$ cat src/design/assert_macros.svh
// Assertion macros used by the encoder controller
`ifndef ASSERT_MACROS_SVH
`define ASSERT_MACROS_SVH
`ifndef SYNTH
// Check a property at each rising edge, skipped while reset is low
`define ASSERT_RST(lbl, clk, rst_n, prop) \
	lbl: assert property (@(posedge clk) disable iff (!rst_n) prop) \
	else $error("lpse: assertion failed");
// Check a property at each rising edge, reset included
`define ASSERT_ALWAYS(lbl, clk, prop) \
	lbl: assert property (@(posedge clk) prop) \
	else $error("lpse: assertion failed");
`else
`define ASSERT_RST(lbl, clk, rst_n, prop)
`define ASSERT_ALWAYS(lbl, clk, prop)
`endif
`endif

$ cat src/design/lpse_pkg.sv
// Types and constants of the LED pixel SPI encoder
`default_nettype none
package lpse_pkg;

	localparam int unsigned FUNC_W      = 2;
	localparam int unsigned IDX_IN_W    = 6;
	localparam int unsigned COLOR_W     = 8;
	localparam int unsigned PIXEL_W     = 3 * COLOR_W;
	localparam int unsigned CFG_IDX_W   = 2;
	localparam int unsigned CFG_DATA_W  = 8;
	localparam int unsigned LED_COUNT_W = 7;
	localparam int unsigned TAIL_W      = 8;

	// operation codes of an input word
	typedef enum logic [FUNC_W-1:0] {
		FN_CLEAR = 2'd0,
		FN_WRITE = 2'd1,
		FN_START = 2'd2,
		FN_TICK  = 2'd3
	} func_t;

	// register indexes of the configuration port
	localparam logic [CFG_IDX_W-1:0] CFG_LED_COUNT   = 2'd0;
	localparam logic [CFG_IDX_W-1:0] CFG_RESET_BYTES = 2'd1;
	localparam logic [CFG_IDX_W-1:0] CFG_HIGH_CODE   = 2'd2;
	localparam logic [CFG_IDX_W-1:0] CFG_LOW_CODE    = 2'd3;

	// register reset values
	localparam logic [LED_COUNT_W-1:0] LED_COUNT_RST   = 7'd64;
	localparam logic [TAIL_W-1:0]      RESET_BYTES_RST = 8'd240;
	localparam logic [COLOR_W-1:0]     HIGH_CODE_RST   = 8'hF0;
	localparam logic [COLOR_W-1:0]     LOW_CODE_RST    = 8'hC0;

	// color send order within one LED
	localparam logic [1:0] COL_GREEN = 2'd0;
	localparam logic [1:0] COL_RED   = 2'd1;
	localparam logic [1:0] COL_BLUE  = 2'd2;

	// commands from controller to datapath
	typedef struct packed {
		logic capture;
		logic execute;
		logic sweep;
	} lpse_cmd_t;

	// status from datapath to controller
	typedef struct packed {
		logic out_free;
		logic clear_go;
		logic sweep_last;
	} lpse_stat_t;

endpackage
`default_nettype wire

$ cat src/design/lpse_item_if.sv
// Input word channel of the LED pixel SPI encoder
`default_nettype none
interface lpse_item_if;
	import lpse_pkg::*;

	logic                valid;
	logic                ready;
	logic [FUNC_W-1:0]   func;
	logic [IDX_IN_W-1:0] pixel_index;
	logic [COLOR_W-1:0]  red;
	logic [COLOR_W-1:0]  green;
	logic [COLOR_W-1:0]  blue;

	modport source (output valid, func, pixel_index, red, green, blue, input ready);
	modport sink (input valid, func, pixel_index, red, green, blue, output ready);
endinterface
`default_nettype wire

$ cat src/design/lpse_result_if.sv
// Result word channel of the LED pixel SPI encoder
`default_nettype none
interface lpse_result_if;
	import lpse_pkg::*;

	logic               valid;
	logic               ready;
	logic [COLOR_W-1:0] spi_byte;
	logic               byte_valid;
	logic               last;
	logic               status;

	modport source (output valid, spi_byte, byte_valid, last, status, input ready);
	modport sink (input valid, spi_byte, byte_valid, last, status, output ready);
endinterface
`default_nettype wire

$ cat src/design/lpse_cfg_if.sv
// Configuration write channel of the LED pixel SPI encoder
`default_nettype none
interface lpse_cfg_if;
	import lpse_pkg::*;

	logic                  valid;
	logic                  ready;
	logic [CFG_IDX_W-1:0]  index;
	logic [CFG_DATA_W-1:0] data;

	modport source (output valid, index, data, input ready);
	modport sink (input valid, index, data, output ready);
endinterface
`default_nettype wire

$ cat src/design/led_pixel_spi_encoder.sv
// A word is taken in the idle state and captured; in the execute state its result
// enters the output register once that register is free. A new word is taken only
// after the last has executed, by the capture and execute steps of the controller around
// the store read port. A clear adds a sweep that zeroes the store, one entry a cycle.
// Reset: asynchronous, active low; state and config registers take defaults and the store is
// swept over every entry before the first word is taken (config writes always taken).
`default_nettype none
module led_pixel_spi_encoder #(
	parameter int unsigned MAX_LEDS = 64
) (
	input wire logic     clk,
	input wire logic     arst_n,
	lpse_item_if.sink    item,
	lpse_result_if.source result,
	lpse_cfg_if.sink     cfg
);
	import lpse_pkg::*;

	lpse_cmd_t  cmd;
	lpse_stat_t stat;

	// sequence the words
	lpse_ctrl u_ctrl (
		.clk        (clk),
		.arst_n     (arst_n),
		.item_valid (item.valid),
		.item_ready (item.ready),
		.stat       (stat),
		.cmd        (cmd)
	);

	// store, counters and result register
	lpse_dp #(
		.MAX_LEDS(MAX_LEDS)
	) u_dp (
		.clk         (clk),
		.arst_n      (arst_n),
		.cmd         (cmd),
		.stat        (stat),
		.func        (item.func),
		.pixel_index (item.pixel_index),
		.red         (item.red),
		.green       (item.green),
		.blue        (item.blue),
		.cfg_valid   (cfg.valid),
		.cfg_ready   (cfg.ready),
		.cfg_index   (cfg.index),
		.cfg_data    (cfg.data),
		.res_valid   (result.valid),
		.res_ready   (result.ready),
		.spi_byte    (result.spi_byte),
		.byte_valid  (result.byte_valid),
		.last        (result.last),
		.status      (result.status)
	);
endmodule
`default_nettype wire

$ cat src/design/lpse_ram.sv
// Generic single write port RAM with registered read
`default_nettype none
module lpse_ram #(
	parameter int unsigned WIDTH = 24,
	parameter int unsigned DEPTH = 64
) (
	input  wire logic                                       clk,
	input  wire logic                                       we,
	input  wire logic [((DEPTH > 1) ? $clog2(DEPTH) : 1)-1:0] waddr,
	input  wire logic [WIDTH-1:0]                           wdata,
	input  wire logic [((DEPTH > 1) ? $clog2(DEPTH) : 1)-1:0] raddr,
	output logic      [WIDTH-1:0]                           rdata
);
	logic [WIDTH-1:0] mem [DEPTH];

	// write one entry, read one entry into the output register
	always_ff @(posedge clk) begin
		if (we) begin
			mem[waddr] <= wdata;
		end
		rdata <= mem[raddr];
	end
endmodule
`default_nettype wire

$ cat src/design/lpse_ctrl.sv
// Controller state machine of the LED pixel SPI encoder
`default_nettype none
`include "assert_macros.svh"
module lpse_ctrl (
	input  wire logic                clk,
	input  wire logic                arst_n,
	input  wire logic                item_valid,
	output logic                     item_ready,
	input  wire lpse_pkg::lpse_stat_t stat,
	output lpse_pkg::lpse_cmd_t      cmd
);
	import lpse_pkg::*;

	typedef enum logic [2:0] {
		ST_SWEEP = 3'b001,
		ST_IDLE  = 3'b010,
		ST_EXEC  = 3'b100
	} state_t;

	state_t state_q;
	state_t state_d;

	// hold the state, start with the clearing sweep
	always_ff @(posedge clk or negedge arst_n) begin
		if (!arst_n) begin
			state_q <= ST_SWEEP;
		end else begin
			state_q <= state_d;
		end
	end

	// sequence: sweep the store, take a word, execute it once the result slot is free
	always_comb begin
		state_d    = state_q;
		cmd        = '0;
		item_ready = 1'b0;
		unique case (state_q)
			ST_SWEEP: begin
				cmd.sweep = 1'b1;
				if (stat.sweep_last) begin
					state_d = ST_IDLE;
				end
			end
			ST_IDLE: begin
				item_ready = 1'b1;
				if (item_valid) begin
					cmd.capture = 1'b1;
					state_d     = ST_EXEC;
				end
			end
			ST_EXEC: begin
				if (stat.out_free) begin
					cmd.execute = 1'b1;
					state_d     = stat.clear_go ? ST_SWEEP : ST_IDLE;
				end
			end
			default: begin
				state_d = ST_IDLE;
			end
		endcase
	end

	`ASSERT_RST(a_no_accept_twice, clk, arst_n, (item_valid && item_ready) |=> !item_ready)
	`ASSERT_RST(a_clear_sweeps, clk, arst_n, (cmd.execute && stat.clear_go) |=> cmd.sweep)
	`ASSERT_RST(a_sweep_runs, clk, arst_n, (cmd.sweep && !stat.sweep_last) |=> cmd.sweep)
	`ASSERT_ALWAYS(a_sweep_excl, clk, !(cmd.sweep && cmd.execute))
endmodule
`default_nettype wire

$ cat src/design/lpse_dp.sv
// Datapath of the LED pixel SPI encoder: registers, pixel store, frame counters
`default_nettype none
module lpse_dp #(
	parameter int unsigned MAX_LEDS = 64
) (
	input  wire logic                                clk,
	input  wire logic                                arst_n,
	input  wire lpse_pkg::lpse_cmd_t                 cmd,
	output lpse_pkg::lpse_stat_t                     stat,
	input  wire logic [lpse_pkg::FUNC_W-1:0]         func,
	input  wire logic [lpse_pkg::IDX_IN_W-1:0]       pixel_index,
	input  wire logic [lpse_pkg::COLOR_W-1:0]        red,
	input  wire logic [lpse_pkg::COLOR_W-1:0]        green,
	input  wire logic [lpse_pkg::COLOR_W-1:0]        blue,
	input  wire logic                                cfg_valid,
	output logic                                     cfg_ready,
	input  wire logic [lpse_pkg::CFG_IDX_W-1:0]      cfg_index,
	input  wire logic [lpse_pkg::CFG_DATA_W-1:0]     cfg_data,
	output logic                                     res_valid,
	input  wire logic                                res_ready,
	output logic      [lpse_pkg::COLOR_W-1:0]        spi_byte,
	output logic                                     byte_valid,
	output logic                                     last,
	output logic                                     status
);
	import lpse_pkg::*;

	localparam int unsigned IDX_W = (MAX_LEDS > 1) ? $clog2(MAX_LEDS) : 1;
	localparam int unsigned POS_W = $clog2(MAX_LEDS + 1);

	// captured input word
	func_t               func_q;
	logic [IDX_IN_W-1:0] idx_q;
	logic [COLOR_W-1:0]  red_q;
	logic [COLOR_W-1:0]  green_q;
	logic [COLOR_W-1:0]  blue_q;

	// configuration registers
	logic [LED_COUNT_W-1:0] led_count_q;
	logic [TAIL_W-1:0]      reset_bytes_q;
	logic [COLOR_W-1:0]     high_code_q;
	logic [COLOR_W-1:0]     low_code_q;

	// frame state
	logic             active_q;
	logic [POS_W-1:0] led_q;
	logic [1:0]       col_q;
	logic [2:0]       bit_q;
	logic [TAIL_W-1:0] tail_q;
	logic [IDX_W-1:0] sweep_q;

	// next frame state and result
	logic              active_d;
	logic [POS_W-1:0]  led_d;
	logic [1:0]        col_d;
	logic [2:0]        bit_d;
	logic [TAIL_W-1:0] tail_d;
	logic [COLOR_W-1:0] r_byte;
	logic              r_valid;
	logic              r_last;
	logic              r_status;
	logic              wr_item;
	logic              clear_go;

	logic [POS_W-1:0]   count;
	logic [POS_W-1:0]   led_inc;
	logic [TAIL_W-1:0]  tail_inc;
	logic [PIXEL_W-1:0] pix;
	logic [COLOR_W-1:0] comp;
	logic               sweep_last;

	logic               ram_we;
	logic [IDX_W-1:0]   ram_waddr;
	logic [PIXEL_W-1:0] ram_wdata;

	// capture the accepted word
	always_ff @(posedge clk) begin
		if (cmd.capture) begin
			func_q  <= func_t'(func);
			idx_q   <= pixel_index;
			red_q   <= red;
			green_q <= green;
			blue_q  <= blue;
		end
	end

	// write configuration registers
	assign cfg_ready = 1'b1;

	always_ff @(posedge clk or negedge arst_n) begin
		if (!arst_n) begin
			led_count_q   <= LED_COUNT_RST;
			reset_bytes_q <= RESET_BYTES_RST;
			high_code_q   <= HIGH_CODE_RST;
			low_code_q    <= LOW_CODE_RST;
		end else if (cfg_valid) begin
			unique case (cfg_index)
				CFG_LED_COUNT:   led_count_q   <= cfg_data[LED_COUNT_W-1:0];
				CFG_RESET_BYTES: reset_bytes_q <= cfg_data;
				CFG_HIGH_CODE:   high_code_q   <= cfg_data;
				CFG_LOW_CODE:    low_code_q    <= cfg_data;
				default: ;
			endcase
		end
	end

	// saturate the LED count at the store depth
	assign count = (32'(led_count_q) > MAX_LEDS) ? POS_W'(MAX_LEDS) : POS_W'(led_count_q);
	assign led_inc  = led_q + POS_W'(1);
	assign tail_inc = tail_q + TAIL_W'(1);

	// pick the color being sent
	always_comb begin
		case (col_q)
			COL_GREEN: comp = pix[2*COLOR_W-1:COLOR_W];
			COL_RED:   comp = pix[3*COLOR_W-1:2*COLOR_W];
			default:   comp = pix[COLOR_W-1:0];
		endcase
	end

	// execute the captured word
	always_comb begin
		active_d = active_q;
		led_d    = led_q;
		col_d    = col_q;
		bit_d    = bit_q;
		tail_d   = tail_q;
		r_byte   = '0;
		r_valid  = 1'b0;
		r_last   = 1'b0;
		r_status = 1'b0;
		wr_item  = 1'b0;
		clear_go = 1'b0;
		case (func_q)
			FN_CLEAR: begin
				if (active_q) begin
					r_status = 1'b1;
				end else begin
					clear_go = 1'b1;
				end
			end
			FN_WRITE: begin
				if (active_q || (32'(idx_q) >= 32'(count))) begin
					r_status = 1'b1;
				end else begin
					wr_item = 1'b1;
				end
			end
			FN_START: begin
				if (active_q) begin
					r_status = 1'b1;
				end else if ((count != '0) || (reset_bytes_q != '0)) begin
					active_d = 1'b1;
					led_d    = '0;
					col_d    = COL_GREEN;
					bit_d    = '0;
					tail_d   = '0;
				end
			end
			FN_TICK: begin
				if (active_q) begin
					r_valid = 1'b1;
					if (led_q < count) begin
						// one code byte per color bit, msb first
						r_byte = comp[~bit_q] ? high_code_q : low_code_q;
						if (bit_q != 3'd7) begin
							bit_d = bit_q + 3'd1;
						end else begin
							bit_d = '0;
							if (col_q < COL_BLUE) begin
								col_d = col_q + 2'd1;
							end else begin
								col_d = COL_GREEN;
								led_d = led_inc;
								if ((led_inc >= count) && (reset_bytes_q == '0)) begin
									r_last   = 1'b1;
									active_d = 1'b0;
								end
							end
						end
					end else begin
						// latch gap: zero bytes, the last one flagged
						tail_d = tail_inc;
						if ((tail_inc >= reset_bytes_q) || (tail_inc == '0)) begin
							r_last   = 1'b1;
							active_d = 1'b0;
						end
					end
				end
			end
			default: ;
		endcase
	end

	// advance the frame state
	always_ff @(posedge clk or negedge arst_n) begin
		if (!arst_n) begin
			active_q <= 1'b0;
			led_q    <= '0;
			col_q    <= COL_GREEN;
			bit_q    <= '0;
			tail_q   <= '0;
		end else if (cmd.execute) begin
			active_q <= active_d;
			led_q    <= led_d;
			col_q    <= col_d;
			bit_q    <= bit_d;
			tail_q   <= tail_d;
		end
	end

	// step the clearing sweep over every entry
	assign sweep_last = (sweep_q == IDX_W'(MAX_LEDS - 1));

	always_ff @(posedge clk or negedge arst_n) begin
		if (!arst_n) begin
			sweep_q <= '0;
		end else if (cmd.sweep) begin
			sweep_q <= sweep_last ? '0 : sweep_q + IDX_W'(1);
		end
	end

	// pixel store: sweep writes zero, a write word stores its color
	assign ram_we    = cmd.sweep | (cmd.execute & wr_item);
	assign ram_waddr = cmd.sweep ? sweep_q : IDX_W'(idx_q);
	assign ram_wdata = cmd.sweep ? '0 : {red_q, green_q, blue_q};

	lpse_ram #(
		.WIDTH(PIXEL_W),
		.DEPTH(MAX_LEDS)
	) u_store (
		.clk   (clk),
		.we    (ram_we),
		.waddr (ram_waddr),
		.wdata (ram_wdata),
		.raddr (IDX_W'(led_q)),
		.rdata (pix)
	);

	// hold the result until taken
	always_ff @(posedge clk or negedge arst_n) begin
		if (!arst_n) begin
			res_valid <= 1'b0;
		end else if (cmd.execute) begin
			res_valid <= 1'b1;
		end else if (res_ready) begin
			res_valid <= 1'b0;
		end
	end

	always_ff @(posedge clk) begin
		if (cmd.execute) begin
			spi_byte   <= r_byte;
			byte_valid <= r_valid;
			last       <= r_last;
			status     <= r_status;
		end
	end

	// status back to the controller
	assign stat.out_free   = !res_valid || res_ready;
	assign stat.clear_go   = clear_go;
	assign stat.sweep_last = sweep_last;
endmodule
`default_nettype wire

$ cat src/flat_wrapper.sv
// flat-port wrapper written by rule: the top's interface ports become plain ports
module led_pixel_spi_encoder_flat import lpse_pkg::*;
#(
	parameter int unsigned MAX_LEDS = 64
)
  (clk, arst_n, item_valid, item_func, item_pixel_index, item_red, item_green, item_blue, item_ready, result_valid, result_spi_byte, result_byte_valid, result_last, result_status, result_ready, cfg_valid, cfg_index, cfg_data, cfg_ready);
  lpse_item_if item_i ();
  lpse_result_if result_i ();
  lpse_cfg_if cfg_i ();
  input wire logic clk;
  input wire logic arst_n;
  input wire logic [$bits(item_i.valid)-1:0] item_valid;
  input wire logic [$bits(item_i.func)-1:0] item_func;
  input wire logic [$bits(item_i.pixel_index)-1:0] item_pixel_index;
  input wire logic [$bits(item_i.red)-1:0] item_red;
  input wire logic [$bits(item_i.green)-1:0] item_green;
  input wire logic [$bits(item_i.blue)-1:0] item_blue;
  output wire logic [$bits(item_i.ready)-1:0] item_ready;
  output wire logic [$bits(result_i.valid)-1:0] result_valid;
  output wire logic [$bits(result_i.spi_byte)-1:0] result_spi_byte;
  output wire logic [$bits(result_i.byte_valid)-1:0] result_byte_valid;
  output wire logic [$bits(result_i.last)-1:0] result_last;
  output wire logic [$bits(result_i.status)-1:0] result_status;
  input wire logic [$bits(result_i.ready)-1:0] result_ready;
  input wire logic [$bits(cfg_i.valid)-1:0] cfg_valid;
  input wire logic [$bits(cfg_i.index)-1:0] cfg_index;
  input wire logic [$bits(cfg_i.data)-1:0] cfg_data;
  output wire logic [$bits(cfg_i.ready)-1:0] cfg_ready;
  assign item_i.valid = item_valid;
  assign item_i.func = item_func;
  assign item_i.pixel_index = item_pixel_index;
  assign item_i.red = item_red;
  assign item_i.green = item_green;
  assign item_i.blue = item_blue;
  assign item_ready = item_i.ready;
  assign result_valid = result_i.valid;
  assign result_spi_byte = result_i.spi_byte;
  assign result_byte_valid = result_i.byte_valid;
  assign result_last = result_i.last;
  assign result_status = result_i.status;
  assign result_i.ready = result_ready;
  assign cfg_i.valid = cfg_valid;
  assign cfg_i.index = cfg_index;
  assign cfg_i.data = cfg_data;
  assign cfg_ready = cfg_i.ready;
  led_pixel_spi_encoder #(.MAX_LEDS(MAX_LEDS)) u_core (.clk(clk), .arst_n(arst_n), .item(item_i), .result(result_i), .cfg(cfg_i));
endmodule
$ cat config.mk
export PLATFORM = sky130hd
export DESIGN_NAME = led_pixel_spi_encoder_flat
export DESIGN_NICKNAME = d
export VERILOG_FILES = /design/src/design/lpse_pkg.sv /design/src/design/lpse_item_if.sv /design/src/design/lpse_result_if.sv /design/src/design/lpse_cfg_if.sv /design/src/design/led_pixel_spi_encoder.sv /design/src/design/lpse_ram.sv /design/src/design/lpse_ctrl.sv /design/src/design/lpse_dp.sv /design/src/flat_wrapper.sv
export VERILOG_INCLUDE_DIRS = /design/src /design/src/design
export SDC_FILE = /design/constraint.sdc
export NUM_CORES = 2
export LEC_CHECK = 0
export ABC_CLOCK_PERIOD_IN_PS = 3600
export BUFFER_PORTS_ARGS = -buffer_cell sky130_fd_sc_hd__buf_2
export CORE_UTILIZATION = 35
export CTS_BUF_LIST = sky130_fd_sc_hd__clkbuf_2
export CTS_CLUSTER_SIZE = 12
export DETAILED_ROUTE_END_ITERATION = 10
export SLEW_MARGIN = 20
export SYNTH_ARGS = -nofsm -noshare
export SYNTH_HDL_FRONTEND = slang
export SYNTH_SLANG_ARGS = --single-unit
$ cat constraint.sdc
create_clock -name clk -period 3.6 [get_ports clk]
set_input_delay 0.54 -clock clk [delete_from_list [all_inputs] [get_ports clk]]
set_output_delay 0.54 -clock clk [all_outputs]
set_load 0.05 [all_outputs]
# Word-level counts from Yosys, hierarchy flattened
# Memories as Yosys holds them, arrays and structs flattened. A register that Yosys moved wholly into a read port is not among the register bits.
# Index checks and enable logic that the tools add are counted.
# classes
bitwise_logic,3
muxes,69
add_sub_neg,5
reduce_logical,28
magnitude_cmp,7
eq_ne,22
# ops
operator,count
7-bit two-way mux,7
8-bit two-way mux,5
8-bit one-hot mux with 2 select lines,2
1-bit two-way mux,30
24-bit two-way mux,1
3-bit two-way mux,8
2-bit != test (second input constant),9
8-bit logical NOT,2
2-bit two-way mux,7
7-bit one-hot mux with 2 select lines,1
6-bit two-way mux,2
2-bit AND reduction,6
6-bit AND reduction,2
3-bit one-hot mux with 3 select lines,1
8-bit by 1-bit adder with 8-bit output (second input constant),1
2-bit equality test (second input constant),4
8-bit >= comparator,1
8-bit AND reduction,1
8-bit nonzero test,1
7-bit by 1-bit adder with 7-bit output (second input constant),1
6-bit by 7-bit >= comparator with 1-bit output,1
7-bit >= comparator,1
7-bit greater-than comparator (second input constant),1
7-bit less-than comparator,1
28 further kinds,38
# word_totals
output_inout_bits,14
ff_bits,105
n_memories,1
input_bits,47
wordCells,156
ramBits,1536
# memory_table
name,words,width,read_ports,rd_ports_with_merged_regs,wr,line,source
u_core.u_dp.u_store.mem,64,24,1,1,1,lpse_ram.sv:14,logic [WIDTH-1:0] mem [DEPTH];

# Longest topological paths before layout
# depth
ltp_word,10
depth_mapped,13
mapped_depth_nobuf,10

# By module
# Synthesis repeated with hierarchy kept, for this count alone.
# unflattened
cells_unflattened,3068
area_unflattened_um2,64820.9
# modules_own_cells
module,seq_area_each_um2,cells_per_inst,instances,area_each_um2
lpse_ram,46604.7,2610,1,59295.6
lpse_dp,2781.4,441,1,5331.4
lpse_ctrl,76.3,17,1,193.9

# Worst setup path after synthesis
# OpenSTA, ideal clock, no wires.
# synth_path
path_kind,register -> register
startpoint,register u_core.u_dp.led_count_q[6]
endpoint,memory u_core.u_dp.u_store.mem[37][0] (enable)
path_stages_with_launch,9
synth_period_minus_slack_ns,3.456
setup_ns,0.405
n_path_buf,0
t_arrival_ns,3.051
setup_slack_ns,0.144
t_required_ns,3.195
path_cell_list,dfstp_2 -> nor2b_1 -> ha_1 -> nand2b_1 -> a21o_1 -> a21o_1 -> a2111oi_4 -> o21ai_2 -> nor2_1
# synth_between
elab_chain_len,10
# synth_rtl
item,line,source
"start, declared",lpse_dp.sv:39,logic [LED_COUNT_W-1:0] led_count_q;
"start signal, assigned",lpse_dp.sv:98,CFG_LED_COUNT: led_count_q <= cfg_data[LED_COUNT_W-1:0];
7-bit greater-than comparator,lpse_dp.sv:108,assign count = (32'(led_count_q) > MAX_LEDS) ? POS_W'(MAX_LEDS) : POS_W'(led_count_q);
7-bit two-way mux (*),lpse_dp.sv:108,
6-bit by 7-bit >= comparator with 1-bit output (*),lpse_dp.sv:143,if (active_q || (32'(idx_q) >= 32'(count))) begin
1-bit logical OR (*),lpse_dp.sv:143,
1-bit two-way mux (*),lpse_dp.sv:143,
1-bit two-way mux (*),lpse_dp.sv:134,case (func_q)
1-bit bitwise AND (*),lpse_dp.sv:224,assign ram_we = cmd.sweep | (cmd.execute & wr_item);
1-bit OR (*),lpse_dp.sv:224,
1-bit two-way mux (*),lpse_ram.sv:18,if (we) begin
1-bit two-way mux (not written as such) (*),lpse_ram.sv:19,mem[waddr] <= wdata;
"end, declared",lpse_ram.sv:14,
# Mark *: on every way between the ends. The rest lies on a longest branch, timed or not.

# Worst setup path after layout
# layout_path
startpoint,register u_core.u_ctrl.state_q[0]
endpoint,memory u_core.u_dp.u_store.mem[10][23] (enable)
# layout_between
elab_chain_len,6
word_cells_on_any_way,9
classes_between,2 x eq/ne; 5 x mux; 2 x bitwise
# layout_rtl
item,line,source
"start, declared",lpse_ctrl.sv:20,state_t state_q;
"start signal, assigned",lpse_ctrl.sv:28,state_q <= state_d;
3-bit equality test,lpse_ctrl.sv:37,unique case (state_q)
1-bit two-way mux,lpse_ctrl.sv:37,
1-bit bitwise AND,lpse_dp.sv:224,
1-bit OR,lpse_dp.sv:224,
1-bit two-way mux,lpse_ram.sv:18,
1-bit two-way mux (not written as such),lpse_ram.sv:19,
# Parallel ways exist; a longest one is shown, timed or not.

==> impl_metrics.env <==
export IMPL_status="complete, no violations"
export IMPL_path_cells="or3b_1, or3_1, o31ai_1, o21ai_2, buf_4, nor2_4"
export IMPL_syn_inst=2975
export IMPL_vias=33100
export IMPL_wirelength_um=163000
export IMPL_arrival_ns=4.73
export IMPL_htree_levels=5
export IMPL_max_slew_margin_rel=0.206
export IMPL_ys_warn_count=0
export IMPL_peakVddDrop_mv=0.271
export IMPL_fp_row_count=157
export IMPL_drt_iter0_drc=3618
export IMPL_tritoncts="yes"
export IMPL_synth_yosys_seq_area_share=0.767
export IMPL_start_util=0.352
export IMPL_ys_async_sr_fraction=0.0372
export IMPL_slowest_delay_ns=0.65
export IMPL_grt_overflow=0
export IMPL_r2r_slack_ns=0.14
export IMPL_max_slew_worst_pin_slew_ns=1.19
export IMPL_syn_nets=3056
export IMPL_viasPerCell=5.17
export IMPL_fin_worst_skew_ns=0.201
export IMPL_grt_max_degree=89
export IMPL_dieArea_um2=186000
export IMPL_cts_buffers_inserted=427
export IMPL_final_nets=3702
export IMPL_yosys_register_bits=1665
export IMPL_area_delta_synth_final_pct=15.7
export IMPL_period_share=0.961
export IMPL_die_h_um=431
export IMPL_crit_path_end_kind="register"
export IMPL_io_pins=61
export IMPL_dr_pass1_iters=5
export IMPL_synth_edf_count=1579
export IMPL_rsz0062_at_grt="no"
export IMPL_grt_antenna_before_repair=4
export IMPL_cp_start_kind="register"
export IMPL_dpl_hpwl_um=93000
export IMPL_p_per_area_nw_per_um2=452
export IMPL_setup_viol=0
export IMPL_reg2reg_from="u_core.u_ctrl.state_q[0]"
export IMPL_cts_reportedPaths_clkPinSlew_ns=0.13
export IMPL_r2r_cells=6
export IMPL_yosys_area_top_type="edfxtp_1"
export IMPL_critPathKind="register to register"
export IMPL_drv_cap=0
export IMPL_drc=0
export IMPL_critPathSlowestCell="dfstp_2"
export IMPL_mostFrequentLayoutCells="edfxtp_1 (1579), clkbuf_2 (619), mux4_2 (414)"
export IMPL_ys_flop_type="edfxtp_1"
export IMPL_syn_area_per_cell_um2=21.7
export IMPL_ant_nets=0
export IMPL_hold_path_class="input port to register"
export IMPL_grt_pass1_vias=34200
export IMPL_timing_fmax_mhz=289
export IMPL_drive_gt1_frac=0.371
export IMPL_path_buf_inv=1
export IMPL_grt_use_total=0.175
export IMPL_core_um2=183000
export IMPL_synth_area_leaders="edfxtp_1 (73%), mux4_2 (14%), dfrtp_1 (1.9%), mux2i_1 (0.84%), dfxtp_1 (0.74%)"
export IMPL_clkLatencyLatePin_ns=1.77
export IMPL_hold_path_end="u_core.u_dp.res_valid"
export IMPL_min_period_ns=3.46
export IMPL_p_leak_nw=21.9
export IMPL_r2r_end="u_core.u_dp.u_store.mem[10][23]"
export IMPL_slew_violations=0
export IMPL_pre_cts_ws_ns=0.251
export IMPL_synth_distinct_cells=64
export IMPL_cp_top_family="simple AND/OR/NAND/NOR gates"
export IMPL_worstPathMaxFanout=24
export IMPL_grt_pass1_wl_um=235000
export IMPL_gp_congestion=0.851
export IMPL_post_cts_buffers=0
export IMPL_die_w_um=431
export IMPL_wl_per_cell_um=25.5
export IMPL_netlist_area_um2=64500
export IMPL_cts_root_buf="clkbuf_2"
export IMPL_final_common_cell="edfxtp_1"
export IMPL_place_port_buffers=59
export IMPL_cts_sinks=1665
export IMPL_hold_start="result_ready"
export IMPL_nFillCells=16400
export IMPL_hold_depth=5
export IMPL_finalSetupTns_ns=0
export IMPL_hold_viol=0
export IMPL_clk_path_buf_depth=4
export IMPL_setup_ws_ns=0.141
export IMPL_synth_top_area_share=0.735
export IMPL_required_ns=4.88
[per-stage QoR]
| step | instance area [µm²] | util | power (mW) | hold WS, ns | instances |
|---|---|---|---|---|---|
| floorplan | 64500 | - | 21.6 | 0.244 | 2975 |
| global placement | 69600 | 0.380 | 21.7 | 0.488 | 5524 |
| detailed placement | 69600 | 0.380 | 21.7 | 0.493 | 5524 |
| CTS | 74600 | 0.408 | 34.1 | 0.0379 | 6399 |
| global route | 74700 | 0.408 | 35.1 | 0.0841 | 6405 |
| finish | 74700 | 0.408 | 33.8 | 0.231 | 6407 |
[layout make-up]
type | count | area (µm²) | area share
Clock buffer | 619 | 3100 | 0.0415
Tap cell | 2464 | 3080 | 0.0413
Antenna cell | 8 | 20.0 | 0.000268
Clock inverter | 124 | 592 | 0.00793
Inverter | 17 | 63.8 | 0.000855
Multi-Input combinational cell | 1142 | 14600 | 0.195
Timing Repair Buffer | 368 | 3780 | 0.0507
Sequential cell | 1665 | 49500 | 0.663
[synth_stat cells (all sizes together), types with 3 or more instances]
library cell and count:
a21oi 39, ha 34, a22oi 46, nor3 6, nand3b 11, buf 83, a211o 20, and3 7
o31ai 6, nor3b 6, nand2 99, and2 33, a221o 3, o21ai 36, a22o 7, dfrtp 50
clkbuf 68, xnor2 10, mux4 414, dfxtp 24, edfxtp 1579, a31oi 5, nand4 3, nand2b 6
nor2b 5, or3 4, a32o 3, xor2 4, a211oi 26, nor4 4, nor2 96, a21o 6
dfstp 12, mux2 41, inv 17, o22ai 73, nand3 18, mux2i 54
[registers in the layout, indices dropped and copies added (netlist names), 2 cells and up]
register,count
u_core.u_ctrl.state_q,3
u_core.u_dp.bit_q,3
u_core.u_dp.blue_q,8
u_core.u_dp.col_q,2
u_core.u_dp.func_q,2
u_core.u_dp.green_q,8
u_core.u_dp.high_code_q,8
u_core.u_dp.idx_q,6
u_core.u_dp.led_count_q,7
u_core.u_dp.led_q,7
u_core.u_dp.low_code_q,8
u_core.u_dp.red_q,8
u_core.u_dp.reset_bytes_q,8
u_core.u_dp.spi_byte,8
u_core.u_dp.sweep_q,6
u_core.u_dp.tail_q,8
u_core.u_dp.u_store.mem,1536
u_core.u_dp.u_store.rdata,24
[worst max path at each step]
| stage | start | endpoint | slack, ns | depth (start not counted) |
|---|---|---|---|---|
| floorplan | u_core.u_dp.led_count_q[6] | u_core.u_dp.u_store.mem[37][0] | 0.14 | 8 |
| global placement | u_core.u_dp.led_count_q[6] | u_core.u_dp.u_store.mem[14][12] | 0.22 | 9 |
| detailed placement | u_core.u_dp.led_count_q[6] | u_core.u_dp.u_store.mem[14][12] | 0.25 | 9 |
| CTS | u_core.u_ctrl.state_q[1] | item_ready | 0.02 | 2 |
| global route | u_core.u_ctrl.state_q[1] | item_ready | 0.02 | 2 |
| finish | u_core.u_ctrl.state_q[0] | u_core.u_dp.u_store.mem[10][23] | 0.14 | 6 |
[per-layer routing]
layer / share of wire / track usage / wire length [µm]
met1: 0.42 / 0.242 / 69100
met5: 0 / 0 / 0
met2: 0.46 / 0.265 / 75700
met3: 0.082 / 0.0442 / 13300
met4: 0.031 / 0.0687 / 5030
[power breakdown]
| part | leakage (nW) | switching [mW] | internal (mW) |
|---|---|---|---|
| combinational | 5.26 | 0.183 | 0.235 |
| clock | 2.86 | 7.50 | 4.86 |
| sequential | 13.8 | 0.0443 | 20.9 |
| total | 21.9 | 7.73 | 26.0 |
[repair_timing]
action                                 in CTS  in global routing
resized for setup                           1                  1
endpoints found under the hold margin     193                  0
gates cloned                                0                  0
hold buffers                              132                  0
setup endpoints to repair                   1                  1
pin swaps                                   0                  0
[worst reg2reg max path, stage by stage, from the launching register on]
cell     delay, ns
dfstp_2       0.65
or3b_1        0.55
or3_1         0.41
o31ai_1       0.22
o21ai_2       0.22
buf_4         0.29
nor2_4        0.64
[logic make-up (layout without fill, tap and decap cells)]
logic type	count (synthesis)	after routing	synth area share
flip-flops	1665	1665	0.767
multiplexers	509	509	0.160
AND/OR/NAND/NOR	304	304	0.0225
AO/OA/AOI/OAI	280	280	0.0296
buffers and inverters	168	1128	0.0127
adder cells (fa/ha/maj)	34	34	0.00659
XOR/XNOR	14	14	0.00190
other	1	9	0.0000581
(Power assumes the default switching activity.)
